**src/rtl/core/smm_pkg.sv**
```systemverilog
// Shared types and constants for the stream min/max/mean/run block.
package smm_pkg;

  localparam int unsigned THR_W      = 20;
  localparam int unsigned COUNT_W    = 15;
  localparam int unsigned POS_OUT_W  = 14;
  localparam int unsigned MEAN_W     = 20;
  localparam logic [THR_W-1:0] THR_RESET = 20'd500;

  localparam int unsigned QUEUE_DEPTH = 4;
  localparam int unsigned QPTR_W      = 2;
  localparam int unsigned QFILL_W     = 3;

  // Per-set result fields, already cut to their output widths
  typedef struct packed {
    logic [COUNT_W-1:0]   record_count;
    logic [POS_OUT_W-1:0] min_position;
    logic [POS_OUT_W-1:0] max_position;
    logic                 run_exists;
    logic [POS_OUT_W-1:0] run_first;
    logic [POS_OUT_W-1:0] run_last;
    logic                 set_empty;
    logic                 count_overflow;
  } res_fields_t;

  typedef enum logic [1:0] {
    DIV_IDLE,
    DIV_RUN,
    DIV_HOLD
  } div_state_t;

endpackage

```
**src/rtl/core/smm_front.sv**
```systemverilog
// Front end: threshold register, sample acceptance and classification.
module smm_front
  import smm_pkg::*;
#(
  parameter int unsigned VALUE_BITS = 20
) (
  input  logic                  clk,
  input  logic                  rst,
  input  logic                  sample_valid,
  output logic                  sample_stall,
  input  logic [VALUE_BITS-1:0] sample_value,
  input  logic                  last_in_set,
  input  logic                  cfg_valid,
  output logic                  cfg_ready,
  input  logic [THR_W-1:0]      cfg_data,
  input  logic                  q_full,
  output logic                  push,
  output logic [VALUE_BITS+1:0] push_data
);

  localparam int unsigned CMP_W = (VALUE_BITS > THR_W) ? VALUE_BITS : THR_W;

  logic [THR_W-1:0] threshold;
  logic             above;

  always_ff @(posedge clk) begin
    if (rst) begin
      threshold <= THR_RESET;
    end else if (cfg_valid && cfg_ready) begin
      threshold <= cfg_data;
    end
  end

  assign cfg_ready    = 1'b1;
  assign sample_stall = q_full;
  assign push         = sample_valid && !sample_stall;
  assign above        = CMP_W'(sample_value) > CMP_W'(threshold);
  assign push_data    = {sample_value, last_in_set, above};

endmodule

```
**src/rtl/core/smm_queue.sv**
```systemverilog
// Short register queue between the front end and the accumulator.
module smm_queue
  import smm_pkg::*;
#(
  parameter int unsigned DATA_W = 22
) (
  input  logic              clk,
  input  logic              rst,
  input  logic              push,
  input  logic [DATA_W-1:0] push_data,
  output logic              full,
  input  logic              pop,
  output logic              q_valid,
  output logic [DATA_W-1:0] q_data
);

  logic [DATA_W-1:0]  slots [QUEUE_DEPTH];
  logic [QPTR_W-1:0]  wr_ptr;
  logic [QPTR_W-1:0]  rd_ptr;
  logic [QFILL_W-1:0] fill;

  always_ff @(posedge clk) begin
    if (push) begin
      slots[wr_ptr] <= push_data;
    end
  end

  always_ff @(posedge clk) begin
    if (rst) begin
      wr_ptr <= '0;
      rd_ptr <= '0;
      fill   <= '0;
    end else begin
      if (push) begin
        wr_ptr <= wr_ptr + 1'b1;
      end
      if (pop) begin
        rd_ptr <= rd_ptr + 1'b1;
      end
      if (push && !pop) begin
        fill <= fill + 1'b1;
      end else if (pop && !push) begin
        fill <= fill - 1'b1;
      end
    end
  end

  assign full    = fill == QFILL_W'(QUEUE_DEPTH);
  assign q_valid = fill != '0;
  assign q_data  = slots[rd_ptr];

endmodule

```
**src/rtl/core/smm_back.sv**
```systemverilog
// Back end: per-set min, max, sum and longest run tracking.
module smm_back
  import smm_pkg::*;
#(
  parameter int unsigned VALUE_BITS = 20,
  parameter int unsigned MAX_ITEMS  = 16384
) (
  input  logic                                    clk,
  input  logic                                    rst,
  input  logic                                    q_valid,
  input  logic [VALUE_BITS+1:0]                   q_data,
  output logic                                    pop,
  input  logic                                    div_busy,
  output logic                                    req_valid,
  output res_fields_t                             req_fields,
  output logic [VALUE_BITS+$clog2(MAX_ITEMS+1)-1:0] req_sum,
  output logic [$clog2(MAX_ITEMS+1)-1:0]          req_count
);

  localparam int unsigned CNT_W = $clog2(MAX_ITEMS + 1);
  localparam int unsigned POS_W = $clog2(MAX_ITEMS);
  localparam int unsigned SUM_W = VALUE_BITS + CNT_W;

  logic [VALUE_BITS-1:0] value;
  logic                  last;
  logic                  above;

  logic [CNT_W-1:0]      item_count, item_count_upd, item_count_next;
  logic [VALUE_BITS-1:0] low_value, low_value_upd, low_value_next;
  logic [POS_W-1:0]      low_position, low_position_upd, low_position_next;
  logic [VALUE_BITS-1:0] high_value, high_value_upd, high_value_next;
  logic [POS_W-1:0]      high_position, high_position_upd, high_position_next;
  logic [SUM_W-1:0]      running_sum, running_sum_upd, running_sum_next;
  logic                  inside_run, inside_run_upd, inside_run_next;
  logic [POS_W-1:0]      current_run_start, current_run_start_upd, current_run_start_next;
  logic [CNT_W-1:0]      best_run_length, best_run_length_upd, best_run_length_next;
  logic [POS_W-1:0]      best_run_start, best_run_start_upd, best_run_start_next;
  logic [POS_W-1:0]      best_run_end, best_run_end_upd, best_run_end_next;
  logic                  overflow_seen, overflow_seen_upd, overflow_seen_next;

  logic                  counted;
  logic [POS_W-1:0]      idx;
  logic                  offer;
  logic [POS_W-1:0]      offer_first;
  logic [POS_W-1:0]      offer_last;
  logic [CNT_W-1:0]      offer_len;
  logic                  empty;
  logic                  has_run;

  assign {value, last, above} = q_data;

  // A set's closing beat waits while the divider still owns the previous set
  assign pop       = q_valid && (!last || !div_busy);
  assign req_valid = pop && last;

  assign counted = item_count < CNT_W'(MAX_ITEMS);
  assign idx     = item_count[POS_W-1:0];

  always_comb begin
    item_count_upd        = item_count;
    low_value_upd         = low_value;
    low_position_upd      = low_position;
    high_value_upd        = high_value;
    high_position_upd     = high_position;
    running_sum_upd       = running_sum;
    inside_run_upd        = inside_run;
    current_run_start_upd = current_run_start;
    overflow_seen_upd     = overflow_seen;
    offer                 = 1'b0;
    offer_first           = current_run_start;
    offer_last            = idx;

    if (counted) begin
      if (item_count == '0 || value < low_value) begin
        low_value_upd    = value;
        low_position_upd = idx;
      end
      if (item_count == '0 || value > high_value) begin
        high_value_upd    = value;
        high_position_upd = idx;
      end
      running_sum_upd = running_sum + SUM_W'(value);
      item_count_upd  = item_count + 1'b1;
      if (above) begin
        if (!inside_run) begin
          inside_run_upd        = 1'b1;
          current_run_start_upd = idx;
        end
      end else if (inside_run) begin
        offer          = 1'b1;
        offer_last     = idx - 1'b1;
        inside_run_upd = 1'b0;
      end
    end else begin
      overflow_seen_upd = 1'b1;
    end

    // Run still open at the end of the set is closed at the last counted index
    if (last && inside_run_upd) begin
      offer          = 1'b1;
      offer_first    = current_run_start_upd;
      offer_last     = POS_W'(item_count_upd - 1'b1);
      inside_run_upd = 1'b0;
    end
  end

  assign offer_len = CNT_W'(offer_last) - CNT_W'(offer_first) + 1'b1;

  always_comb begin
    best_run_length_upd = best_run_length;
    best_run_start_upd  = best_run_start;
    best_run_end_upd    = best_run_end;
    if (offer && offer_len > best_run_length) begin
      best_run_length_upd = offer_len;
      best_run_start_upd  = offer_first;
      best_run_end_upd    = offer_last;
    end
  end

  always_comb begin
    if (pop && last) begin
      item_count_next        = '0;
      low_value_next         = '1;
      low_position_next      = '0;
      high_value_next        = '0;
      high_position_next     = '0;
      running_sum_next       = '0;
      inside_run_next        = 1'b0;
      current_run_start_next = '0;
      best_run_length_next   = '0;
      best_run_start_next    = '0;
      best_run_end_next      = '0;
      overflow_seen_next     = 1'b0;
    end else if (pop) begin
      item_count_next        = item_count_upd;
      low_value_next         = low_value_upd;
      low_position_next      = low_position_upd;
      high_value_next        = high_value_upd;
      high_position_next     = high_position_upd;
      running_sum_next       = running_sum_upd;
      inside_run_next        = inside_run_upd;
      current_run_start_next = current_run_start_upd;
      best_run_length_next   = best_run_length_upd;
      best_run_start_next    = best_run_start_upd;
      best_run_end_next      = best_run_end_upd;
      overflow_seen_next     = overflow_seen_upd;
    end else begin
      item_count_next        = item_count;
      low_value_next         = low_value;
      low_position_next      = low_position;
      high_value_next        = high_value;
      high_position_next     = high_position;
      running_sum_next       = running_sum;
      inside_run_next        = inside_run;
      current_run_start_next = current_run_start;
      best_run_length_next   = best_run_length;
      best_run_start_next    = best_run_start;
      best_run_end_next      = best_run_end;
      overflow_seen_next     = overflow_seen;
    end
  end

  always_ff @(posedge clk) begin
    if (rst) begin
      item_count        <= '0;
      low_value         <= '1;
      low_position      <= '0;
      high_value        <= '0;
      high_position     <= '0;
      running_sum       <= '0;
      inside_run        <= 1'b0;
      current_run_start <= '0;
      best_run_length   <= '0;
      best_run_start    <= '0;
      best_run_end      <= '0;
      overflow_seen     <= 1'b0;
    end else begin
      item_count        <= item_count_next;
      low_value         <= low_value_next;
      low_position      <= low_position_next;
      high_value        <= high_value_next;
      high_position     <= high_position_next;
      running_sum       <= running_sum_next;
      inside_run        <= inside_run_next;
      current_run_start <= current_run_start_next;
      best_run_length   <= best_run_length_next;
      best_run_start    <= best_run_start_next;
      best_run_end      <= best_run_end_next;
      overflow_seen     <= overflow_seen_next;
    end
  end

  assign empty   = item_count_upd == '0;
  assign has_run = best_run_length_upd != '0;

  always_comb begin
    req_fields.record_count   = COUNT_W'(item_count_upd);
    req_fields.min_position   = empty ? '0 : POS_OUT_W'(low_position_upd);
    req_fields.max_position   = empty ? '0 : POS_OUT_W'(high_position_upd);
    req_fields.run_exists     = has_run;
    req_fields.run_first      = has_run ? POS_OUT_W'(best_run_start_upd) : '0;
    req_fields.run_last       = has_run ? POS_OUT_W'(best_run_end_upd) : '0;
    req_fields.set_empty      = empty;
    req_fields.count_overflow = overflow_seen_upd;
  end

  assign req_sum   = running_sum_upd;
  assign req_count = item_count_upd;

endmodule

```
**src/rtl/core/smm_div.sv**
```systemverilog
// Bit-serial mean divider and result output register.
module smm_div
  import smm_pkg::*;
#(
  parameter int unsigned SUM_W = 35,
  parameter int unsigned CNT_W = 15
) (
  input  logic              clk,
  input  logic              rst,
  input  logic              start,
  input  res_fields_t       req_fields,
  input  logic [SUM_W-1:0]  req_sum,
  input  logic [CNT_W-1:0]  req_count,
  output logic              busy,
  output logic              result_valid,
  input  logic              result_stall,
  output res_fields_t       out_fields,
  output logic [MEAN_W-1:0] mean_value
);

  localparam int unsigned STEP_W = (SUM_W > 1) ? $clog2(SUM_W) : 1;

  div_state_t        state, state_next;
  logic [STEP_W-1:0] step;
  logic [SUM_W-1:0]  quo;
  logic [CNT_W-1:0]  rem;
  logic [CNT_W-1:0]  dvsr;
  logic [CNT_W:0]    trial;
  logic              ge;

  always_comb begin
    state_next = state;
    case (state)
      DIV_IDLE: if (start) state_next = DIV_RUN;
      DIV_RUN:  if (step == '0) state_next = DIV_HOLD;
      DIV_HOLD: if (!result_stall) state_next = DIV_IDLE;
      default:  state_next = DIV_IDLE;
    endcase
  end

  always_comb begin
    busy         = 1'b1;
    result_valid = 1'b0;
    case (state)
      DIV_IDLE: busy = 1'b0;
      DIV_RUN:  busy = 1'b1;
      DIV_HOLD: result_valid = 1'b1;
      default:  busy = 1'b0;
    endcase
  end

  always_ff @(posedge clk) begin
    if (rst) begin
      state <= DIV_IDLE;
    end else begin
      state <= state_next;
    end
  end

  // Restoring division, one quotient bit per cycle
  assign trial = {rem, quo[SUM_W-1]};
  assign ge    = trial >= {1'b0, dvsr};

  always_ff @(posedge clk) begin
    if (state == DIV_IDLE && start) begin
      quo        <= req_sum;
      rem        <= '0;
      dvsr       <= req_count;
      step       <= STEP_W'(SUM_W - 1);
      out_fields <= req_fields;
    end else if (state == DIV_RUN) begin
      quo  <= {quo[SUM_W-2:0], ge};
      rem  <= ge ? CNT_W'(trial - {1'b0, dvsr}) : trial[CNT_W-1:0];
      step <= step - 1'b1;
    end
  end

  assign mean_value = out_fields.set_empty ? '0 : MEAN_W'(quo);

endmodule

```
**src/rtl/core/stream_min_max_mean_longest_run.sv**
```systemverilog
// Top level: stream statistics with min, max, mean and longest run per set.
//
// Samples come in on the sample channel (sample_valid / sample_stall), one
// beat per sample, with last_in_set on the closing beat of a set. For each
// set one beat leaves on the result channel (result_valid / result_stall)
// with the count, first min and max indices, truncated mean, bounds of the
// longest run above run_threshold (earliest on ties) and status flags.
// run_threshold is written over cfg_valid / cfg_ready; the user must write it
// only while idle, as the block itself does not enforce this.
// Throughput: one sample per cycle while the four-entry queue has room.
// After the closing beat the bit-serial mean divider computes the mean,
// then the result register presents the beat. A new set's samples keep
// streaming meanwhile; its closing beat waits in the queue until the
// divider and result register are free. While result_stall is high the
// result beat holds; once the queue fills, sample_stall rises. Reset empties
// the queue, clears all set state and loads run_threshold with 500.
module stream_min_max_mean_longest_run
  import smm_pkg::*;
#(
  parameter int unsigned MAX_ITEMS  = 16384,
  parameter int unsigned VALUE_BITS = 20
) (
  input  logic                  clk,
  input  logic                  rst,
  input  logic                  sample_valid,
  output logic                  sample_stall,
  input  logic [VALUE_BITS-1:0] sample_value,
  input  logic                  last_in_set,
  input  logic                  cfg_valid,
  output logic                  cfg_ready,
  input  logic [THR_W-1:0]      run_threshold,
  output logic                  result_valid,
  input  logic                  result_stall,
  output logic [COUNT_W-1:0]    record_count,
  output logic [POS_OUT_W-1:0]  min_position,
  output logic [POS_OUT_W-1:0]  max_position,
  output logic [MEAN_W-1:0]     mean_value,
  output logic                  run_exists,
  output logic [POS_OUT_W-1:0]  run_first,
  output logic [POS_OUT_W-1:0]  run_last,
  output logic                  set_empty,
  output logic                  count_overflow
);

  localparam int unsigned CNT_W  = $clog2(MAX_ITEMS + 1);
  localparam int unsigned SUM_W  = VALUE_BITS + CNT_W;
  localparam int unsigned DATA_W = VALUE_BITS + 2;

  logic              push;
  logic [DATA_W-1:0] push_data;
  logic              q_full;
  logic              pop;
  logic              q_valid;
  logic [DATA_W-1:0] q_data;
  logic              div_busy;
  logic              req_valid;
  res_fields_t       req_fields;
  logic [SUM_W-1:0]  req_sum;
  logic [CNT_W-1:0]  req_count;
  res_fields_t       out_fields;

  smm_front #(
    .VALUE_BITS(VALUE_BITS)
  ) u_front (
    .clk          (clk),
    .rst          (rst),
    .sample_valid (sample_valid),
    .sample_stall (sample_stall),
    .sample_value (sample_value),
    .last_in_set  (last_in_set),
    .cfg_valid    (cfg_valid),
    .cfg_ready    (cfg_ready),
    .cfg_data     (run_threshold),
    .q_full       (q_full),
    .push         (push),
    .push_data    (push_data)
  );

  smm_queue #(
    .DATA_W(DATA_W)
  ) u_queue (
    .clk       (clk),
    .rst       (rst),
    .push      (push),
    .push_data (push_data),
    .full      (q_full),
    .pop       (pop),
    .q_valid   (q_valid),
    .q_data    (q_data)
  );

  smm_back #(
    .VALUE_BITS(VALUE_BITS),
    .MAX_ITEMS (MAX_ITEMS)
  ) u_back (
    .clk        (clk),
    .rst        (rst),
    .q_valid    (q_valid),
    .q_data     (q_data),
    .pop        (pop),
    .div_busy   (div_busy),
    .req_valid  (req_valid),
    .req_fields (req_fields),
    .req_sum    (req_sum),
    .req_count  (req_count)
  );

  smm_div #(
    .SUM_W(SUM_W),
    .CNT_W(CNT_W)
  ) u_div (
    .clk          (clk),
    .rst          (rst),
    .start        (req_valid),
    .req_fields   (req_fields),
    .req_sum      (req_sum),
    .req_count    (req_count),
    .busy         (div_busy),
    .result_valid (result_valid),
    .result_stall (result_stall),
    .out_fields   (out_fields),
    .mean_value   (mean_value)
  );

  assign record_count   = out_fields.record_count;
  assign min_position   = out_fields.min_position;
  assign max_position   = out_fields.max_position;
  assign run_exists     = out_fields.run_exists;
  assign run_first      = out_fields.run_first;
  assign run_last       = out_fields.run_last;
  assign set_empty      = out_fields.set_empty;
  assign count_overflow = out_fields.count_overflow;

`ifndef SYNTHESIS
  // the closing beat of a set is only taken once the divider is free
  a_no_start_while_busy: assert property (
    @(posedge clk) disable iff (rst) req_valid |-> !div_busy
  ) else $error("set closed while divider busy");

  // every set holds at least its closing sample
  a_never_empty: assert property (
    @(posedge clk) disable iff (rst) result_valid |-> (!set_empty && record_count != '0)
  ) else $error("empty set reported");

  a_run_order: assert property (
    @(posedge clk) disable iff (rst) (result_valid && run_exists) |-> run_last >= run_first
  ) else $error("run bounds out of order");

  // a request moves the divider into its busy run state, with no result beat yet
  a_req_to_busy: assert property (
    @(posedge clk) disable iff (rst) req_valid |=> (div_busy && !result_valid)
  ) else $error("divider did not start");
`endif

endmodule

```
**config.mk**
```make
export PLATFORM = sky130hd
export DESIGN_NAME = stream_min_max_mean_longest_run
export DESIGN_NICKNAME = d
export VERILOG_FILES = /design/src/rtl/core/smm_pkg.sv /design/src/rtl/core/smm_front.sv /design/src/rtl/core/smm_queue.sv /design/src/rtl/core/smm_back.sv /design/src/rtl/core/smm_div.sv /design/src/rtl/core/stream_min_max_mean_longest_run.sv
export SDC_FILE = /design/constraint.sdc
export NUM_CORES = 1
export LEC_CHECK = 0
export BUFFER_PORTS_ARGS = -buffer_cell sky130_fd_sc_hd__buf_2
export CAP_MARGIN = 30
export CELL_PAD_IN_SITES_DETAIL_PLACEMENT = 0
export CELL_PAD_IN_SITES_GLOBAL_PLACEMENT = 1
export CORE_ASPECT_RATIO = 0.7
export CORE_UTILIZATION = 44
export CTS_CLUSTER_DIAMETER = 40
export DETAILED_ROUTE_END_ITERATION = 10
export GPL_TIMING_DRIVEN = 0
export MAX_ROUTING_LAYER = met4
export PLACE_DENSITY_LB_ADDON = 0.08
export SYNTH_ARGS = -nofsm -noshare
export SYNTH_HDL_FRONTEND = slang
export SYNTH_SLANG_ARGS = --single-unit
```
**constraint.sdc**
```tcl
create_clock -name clk -period 6.2 [get_ports clk]
set_input_delay 0.31 -clock clk [delete_from_list [all_inputs] [get_ports clk]]
set_output_delay 0.31 -clock clk [all_outputs]
set_load 0.01 [all_outputs]
```
## Word level (Yosys, flattened, before mapping)

Memories as Yosys holds them, arrays and structs flattened. A register that Yosys moved wholly into a read port is not among the register bits.
Index checks and enable logic that the tools add are counted.

- Add/subtract/negate cells: 12
- Reductions and logical operators: 29
- Order comparisons: 6
- Multiplexer cells: 41
- Equality and inequality tests: 6

Operators with widths:

| operator | number |
|---|---|
| two-way mux 14 bit | 14 |
| two-way mux 35 bit | 3 |
| two-way mux 15 bit | 3 |
| greater-than comparator 20 bit | 2 |
| adder 35 x 20 -> 35 bit | 1 |
| adder 15 x 1 -> 15 bit (second input constant) | 2 |
| logical NOT 15 bit | 2 |
| subtractor 14 x 1 -> 14 bit (second input constant) | 2 |
| < comparator 20 bit | 1 |
| two-way mux 20 bit | 1 |
| >= comparator 16 x 15 -> 1 bit | 1 |
| greater-than comparator 15 bit | 1 |
| < comparator 15 bit (second input constant) | 1 |
| nonzero test 15 bit | 1 |
| subtractor 14 x 14 -> 15 bit | 1 |
| subtractor 15 bit | 1 |
| two-way mux 1 bit | 12 |
| two-way mux 2 bit | 5 |
| AND reduction 3 bit | 3 |
| logical AND 1 bit | 8 |
| logical NOT 6 bit | 1 |
| two-way mux 3 bit | 2 |
| one-hot mux 2 bit (3 select lines) | 1 |
| subtractor 6 x 1 -> 6 bit (second input constant) | 1 |
| 14 further kinds | 24 |

- Memories: 1
- Flip-flop bits (word level): 336
- Memory bits (writable): 88
- Word-level logic and storage cells: 123
- Input bits: 46

Memory list:

| name | words | width | rd ports | clocked after Yosys merged registers in | wr ports | line | text |
|---|---|---|---|---|---|---|---|
| u_queue.slots | 4 | 22 | 1 | 1 | 1 | smm_queue.sv:17 | `logic [DATA_W-1:0] slots [QUEUE_DEPTH];` |

## Logic depth before layout (Yosys ltp)

- Depth in word-level cells: 11
- Gate-level depth with buffers: 30
- Depth with buffers taken out: 27

## Modules after synthesis

Synthesis repeated with hierarchy kept, for this count alone.

- Cells, all modules: 2460
- Area total of the unflattened synthesis: 23523.8 sq um

Modules (own cells, without submodules):

| module | area an instance (sq um) | cells each | instances |
|---|---|---|---|
| smm_back | 12341.8 | 1636 | 1 |
| smm_div | 6172.2 | 505 | 1 |
| smm_queue | 3608.5 | 158 | 1 |
| smm_front | 1401.3 | 161 | 1 |

## Least setup slack after synthesis

No wires, ideal clock.

- Path type: reg-to-reg
- Start point: register u_back.item_count[14]
- End point: register, netlist name u_div.out_fields[5]
- Cell stages (with the launch flop): 31
- Path buffers: 6
- Path slack: -331 ps
- Data required time: 5943 ps
- Arrival: 6274 ps
- Cell sequence: dfxtp_1 -> clkbuf_1 -> clkbuf_1 -> buf_1 -> xor2_1 -> ha_1 -> nand2_1 -> nor2b_1 -> mux2i_1 -> o22ai_1 -> xor2_1 -> ha_1 -> ha_1 -> o21ai_0 -> a21boi_0 -> nand4_1 -> o21ai_0 -> a31oi_1 -> xor2_1 -> ha_1 -> nand4_1 -> nor2_1 -> a21oi_1 -> o21ai_0 -> a31oi_1 -> clkbuf_1 -> a41oi_1 -> nor3_1 -> buf_2 -> buf_2 -> nor2_1

- Longest elaborated chain between the ends: 10

Ends and longest elaborated chain:

| element | line | text |
|---|---|---|
| from (decl) | smm_back.sv:28 | `logic [CNT_W-1:0] item_count, item_count_upd, item_count_next;` |
| from (signal assigned) | smm_back.sv:178 | `item_count <= item_count_next;` |
| < comparator 15 bit * | smm_back.sv:56 | `assign counted = item_count < CNT_W'(MAX_ITEMS);` |
| two-way mux 15 bit / two-way mux 1 bit (equally long branches) | smm_back.sv:73 | `if (counted) begin` |
| subtractor 14 x 1 -> 14 bit / logical AND 1 bit (equally long branches) | smm_back.sv:102, smm_back.sv:99 |  |
| two-way mux 14 bit | smm_back.sv:99 | `if (last && inside_run_upd) begin` |
| subtractor 14 x 14 -> 15 bit | smm_back.sv:107 | `assign offer_len = CNT_W'(offer_last) - CNT_W'(offer_first) + 1'b1;` |
| adder 15 x 1 -> 15 bit | smm_back.sv:107 |  |
| greater-than comparator 15 bit | smm_back.sv:113 | `if (offer && offer_len > best_run_length) begin` |
| logical AND 1 bit | smm_back.sv:113 |  |
| two-way mux 15 bit | smm_back.sv:113 |  |
| nonzero test 15 bit | smm_back.sv:194 | `assign has_run = best_run_length_upd != '0;` |

Every way passes the cells marked *; elsewhere a longest branch is shown, timed or not.
A chain may end at the register's enable or synchronous reset.

==> summary.txt <==
Place
  – Pre-CTS setup slack: -2.61 ns
  – PortBufs: between 100 and 150
  – RePlAce Congestion: 0.906
  – Placed cell area: ~24000 µm²
  – Detail Placement HPWL: between 40000 and 50000 µm

Critical path
  – Crit start category: flop
  – Slowest-stage cell, CP: mux4_2
  – Worst Setup End Kind: flop
  – Worst Path Arrival: ~6.5 ns
  – FF-to-FF path depth: 27
  – Crit-path max FO: 6
  – Top delay family on crit path: simple AND/OR/NAND/NOR gates
  – Crit path kind: reg2reg
  – Worst R2R End: u_div.out_fields[21]
  – CP peak stage delay: a little over 0.6 ns
  – Buf+Inv Stages, Crit Path: 4
  – Required time at the worst-slack endpoint: between 6 and 7 ns
  – CP most frequent cell: buf_6
  – Reg2Reg Setup Slack: just over 0.05 ns

Final layout
  – Area of the multi-input gates: ~11000 µm²
  – Layout cell share with drive strength beyond 1: 0.193
  – Final std cell area, no fill: 27700 µm²
  – ANT cells: 0
  – Reg area: 10500 µm²
  – Area grow syn2layout: 24.4%
  – Final #Nets: around 2800
  – Fill count: approximately 4400

Global route
  – Total GRT Usage: 0.257
  – Vias in the first global route: between 15000 and 20000
  – Initial antenna violation count: 0
  – Total global routing overflow: 0
  – First-pass GRT wire length: between 90000 and 100000 µm
  – Largest net degree at the start of global routing: 64

Detailed routing
  – # DRC: 0
  – Vias after detailed routing: ~18000
  – Drt initial violations: 1538
  – Number of routed nets with antenna violations: 0
  – Total wire length: around 66000 µm
  – Routed WL per cell: 20.0 µm
  – Via density per instance: roughly 5.5
  – DRT Pass-1 Iters: 6

Clock tree
  – Clock transition at the registers of the reported paths: around 0.06 ns
  – Longest Clk Path Bufs: 3
  – Worst-Skew Late Latency: between 0.6 and 0.7 ns
  – CTS root buffer: clkbuf_16
  – CTS tree: built
  – Cts bufs inserted: 57
  – CTS sink cnt: between 400 and 500
  – Max H-tree Level: 2

Synth
  – Async set-reset flop share out of synthesis: 0
  – Number of synthesized flops with an enable pin: between 150 and 200
  – Cell Area, Synth: 22300 µm²
  – Seq/Total Area, Yosys: 0.471
  – YS warnings: 0
  – Register bit total from synthesis: roughly 430
  – Syn avg cell area: around 9.8 µm²
  – Yosys cell types: between 60 and 70
  – Syn Nets: roughly 2500
  – Mapped Cells: 2273
  – Top FF cell, synth: dfxtp_1

Pwr
  – Maximum vdd drop: 383 µV
  – Total Power: roughly 18 mW
  – Leak Pwr: around 11 nW
  – P per Cell Area: 636 nW/µm²

Timing
  – Max Slew Vio Count: 0
  – Final setup fails: 0
  – Worst clock skew: roughly 0.048 ns
  – Crit share post-route: 0.992
  – Final worst slack: 0.0515 ns
  – RSZ-0062 raised after global routing: yes
  – Relative slew slack: 0.363
  – Worst slew pin tran: roughly 0.96 ns
  – Final Hold Vio Count: 0
  – Final min period: between 6 and 7 ns
  – F_max: roughly 0.16 GHz

Die
  – Die Area: a little over 50000 µm²
  – Initial Utilization: 0.449
  – FP Rows: ~70
  – Die width: 271 µm
  – IO Count: about 140
  – Total core area: roughly 50000 µm²
  – Die extent in y: around 190 µm

Worst hold path
  – Min-Delay Path Class: in2reg
  – Min-Delay Endpoint: u_front.threshold[15]
  – HP Start: cfg_valid
  – Hold depth: 3

Outcome
  – Status: finished, final reports clean

Run
  – Max cap viols: 0
## layout by cell type, fill, tap and decap left out, types with 8 or more instances in the layout
| cell | synthesis | final |
|---|---|---|
| a21oi_1 | 150 | 144 |
| buf_1 | 13 | 11 |
| nor2_2 | 8 | 16 |
| clkbuf_16 | 0 | 60 |
| or2_2 | 8 | 8 |
| xor2_1 | 41 | 31 |
| nor2b_1 | 40 | 38 |
| nand3_1 | 46 | 45 |
| nor2_1 | 244 | 229 |
| mux2i_1 | 117 | 108 |
| buf_4 | 2 | 56 |
| clkbuf_1 | 88 | 80 |
| a31oi_1 | 33 | 32 |
| ha_1 | 149 | 135 |
| o211ai_1 | 16 | 16 |
| inv_1 | 129 | 126 |
| xnor2_1 | 71 | 64 |
| buf_6 | 7 | 14 |
| o21a_1 | 13 | 13 |
| a211oi_1 | 54 | 51 |
| mux4_2 | 22 | 22 |
| dfxtp_1 | 229 | 223 |
| inv_6 | 0 | 11 |
| nor3_1 | 48 | 41 |
| buf_2 | 23 | 157 |
| nand4_1 | 26 | 26 |
| a21o_1 | 33 | 33 |
| nand2_1 | 212 | 207 |
| dlygate4sd3_1 | 0 | 41 |
| and2_1 | 8 | 8 |
| nand2b_1 | 10 | 9 |
| ha_4 | 0 | 13 |
| o21ai_0 | 110 | 104 |
| or3_1 | 23 | 22 |
| edfxtp_1 | 197 | 197 |
## kinds of logic (layout without fill, tap and decap cells)
family / count (synthesis) / after routing / share of synthesized area
compound gates: 460 / 460 / 0.125
other cells: 1 / 1 / 0.000168
simple gates: 712 / 712 / 0.145
mux: 145 / 145 / 0.0778
xor+xnor: 112 / 112 / 0.0440
fa+ha+maj: 153 / 153 / 0.0872
flops: 426 / 426 / 0.471
buf+inv: 264 / 612 / 0.0492
## where the power goes
group,total [mW],switching [mW],internal [mW]
Combinational,9.93,5.96,3.98
Clock,3.40,1.41,1.99
Sequential,4.31,0.352,3.96
Total,17.6,7.72,9.92
## layer usage
layer / track usage / wire [µm] / vias up
met5: - / 0 / -
met3: 0.0360 / 4040 / 104
li1: - / - / 8677
met1: 0.392 / 33800 / 8698
met4: 0.0678 / 1410 / 0
met2: 0.352 / 26600 / 543
## state kept, by name, summed over array words and instances (netlist names), 20 cells and up, named ones only
signal              cells
u_back.running_sum     35
u_div.out_fields       59
u_back.low_value       20
u_front.threshold      20
u_queue.slots          88
u_div.quo              35
u_back.high_value      20
## stage by stage
step	utilization	std cells	hold slack (ns)	TNS (ns)
floorplan	-	2273	0.409	0
global placement	0.480	3077	0.442	-172.68
detailed placement	0.483	3084	0.446	-155.71
CTS	0.544	3265	0.173	-0.00121
global route	0.559	3286	0.231	-3.20
finish	0.559	3286	0.204	0
## how the worst max path moves through the flow
stage	from	end	slack (ns)	cells after the start
after floorplan	u_back.item_count[14]	u_div.out_fields[5]	0.06	29
after global placement	u_back.item_count[14]	u_div.out_fields[3]	-2.60	28
after detailed placement	u_back.item_count[14]	u_div.out_fields[3]	-2.61	28
after CTS	u_back.item_count[14]	u_div.out_fields[3]	-0.001	27
after global routing	u_queue.slots[2][0]	u_div.out_fields[22]	-0.15	28
final	flop	u_div.out_fields[21]	0.05	27
## tightest hold or removal path, cell delays in order
cell and delay (ns):
clkbuf_1 0.24, mux2i_1 0.18, nor2_1 0.07
## synthesized netlist by cell type (all sizes together) (5+ instances only)
| master | instances | area (µm²) |
|---|---|---|
| a21boi | 5 | 37.5 |
| clkbuf | 88 | 330 |
| mux4 | 22 | 495 |
| mux2i | 117 | 1170 |
| a32oi | 6 | 52.6 |
| a211oi | 54 | 405 |
| nand2b | 10 | 62.6 |
| xor2 | 41 | 359 |
| nand3 | 46 | 230 |
| o31ai | 6 | 45.0 |
| nand2 | 212 | 796 |
| nor2b | 40 | 250 |
| a31oi | 33 | 206 |
| and2 | 9 | 56.3 |
| o211ai | 16 | 120 |
| or2 | 9 | 56.3 |
| mux2 | 6 | 67.6 |
| xnor2 | 71 | 622 |
| and3 | 7 | 43.8 |
| nand4 | 26 | 163 |
| or4 | 6 | 48.8 |
| a21o | 33 | 248 |
| buf | 46 | 278 |
| a21oi | 150 | 751 |
| nor3b | 6 | 45.0 |
| nand3b | 5 | 37.5 |
| or3 | 25 | 166 |
| o21bai | 7 | 52.6 |
| o21ai | 111 | 556 |
| nor2 | 252 | 966 |
| inv | 130 | 488 |
| edfxtp | 197 | 5920 |
| nor3 | 48 | 240 |
| nor4 | 7 | 43.8 |
| o21a | 13 | 97.6 |
| dfxtp | 229 | 4580 |
| ha | 149 | 1860 |
## repair_timing
action	in CTS	in global routing
pin swaps	22	45
hold buffers	41	0
setup endpoints to repair	72	66
resized for setup	88	113
hold endpoints to repair	104	0
setup buffers	33	22
gates cloned	0	1
## area by class of cell
cell class                 instances  share of cell area
sequential                       426               0.379
multi-input combinational       1583               0.414
clock inverter                    43              0.0176
clock buffer                      65              0.0536
timing repair buffer             243              0.0611
inverter                         130              0.0179
tap                              665              0.0300
buffer                           131              0.0265
No activity file was read; power rests on OpenSTA's default activity.
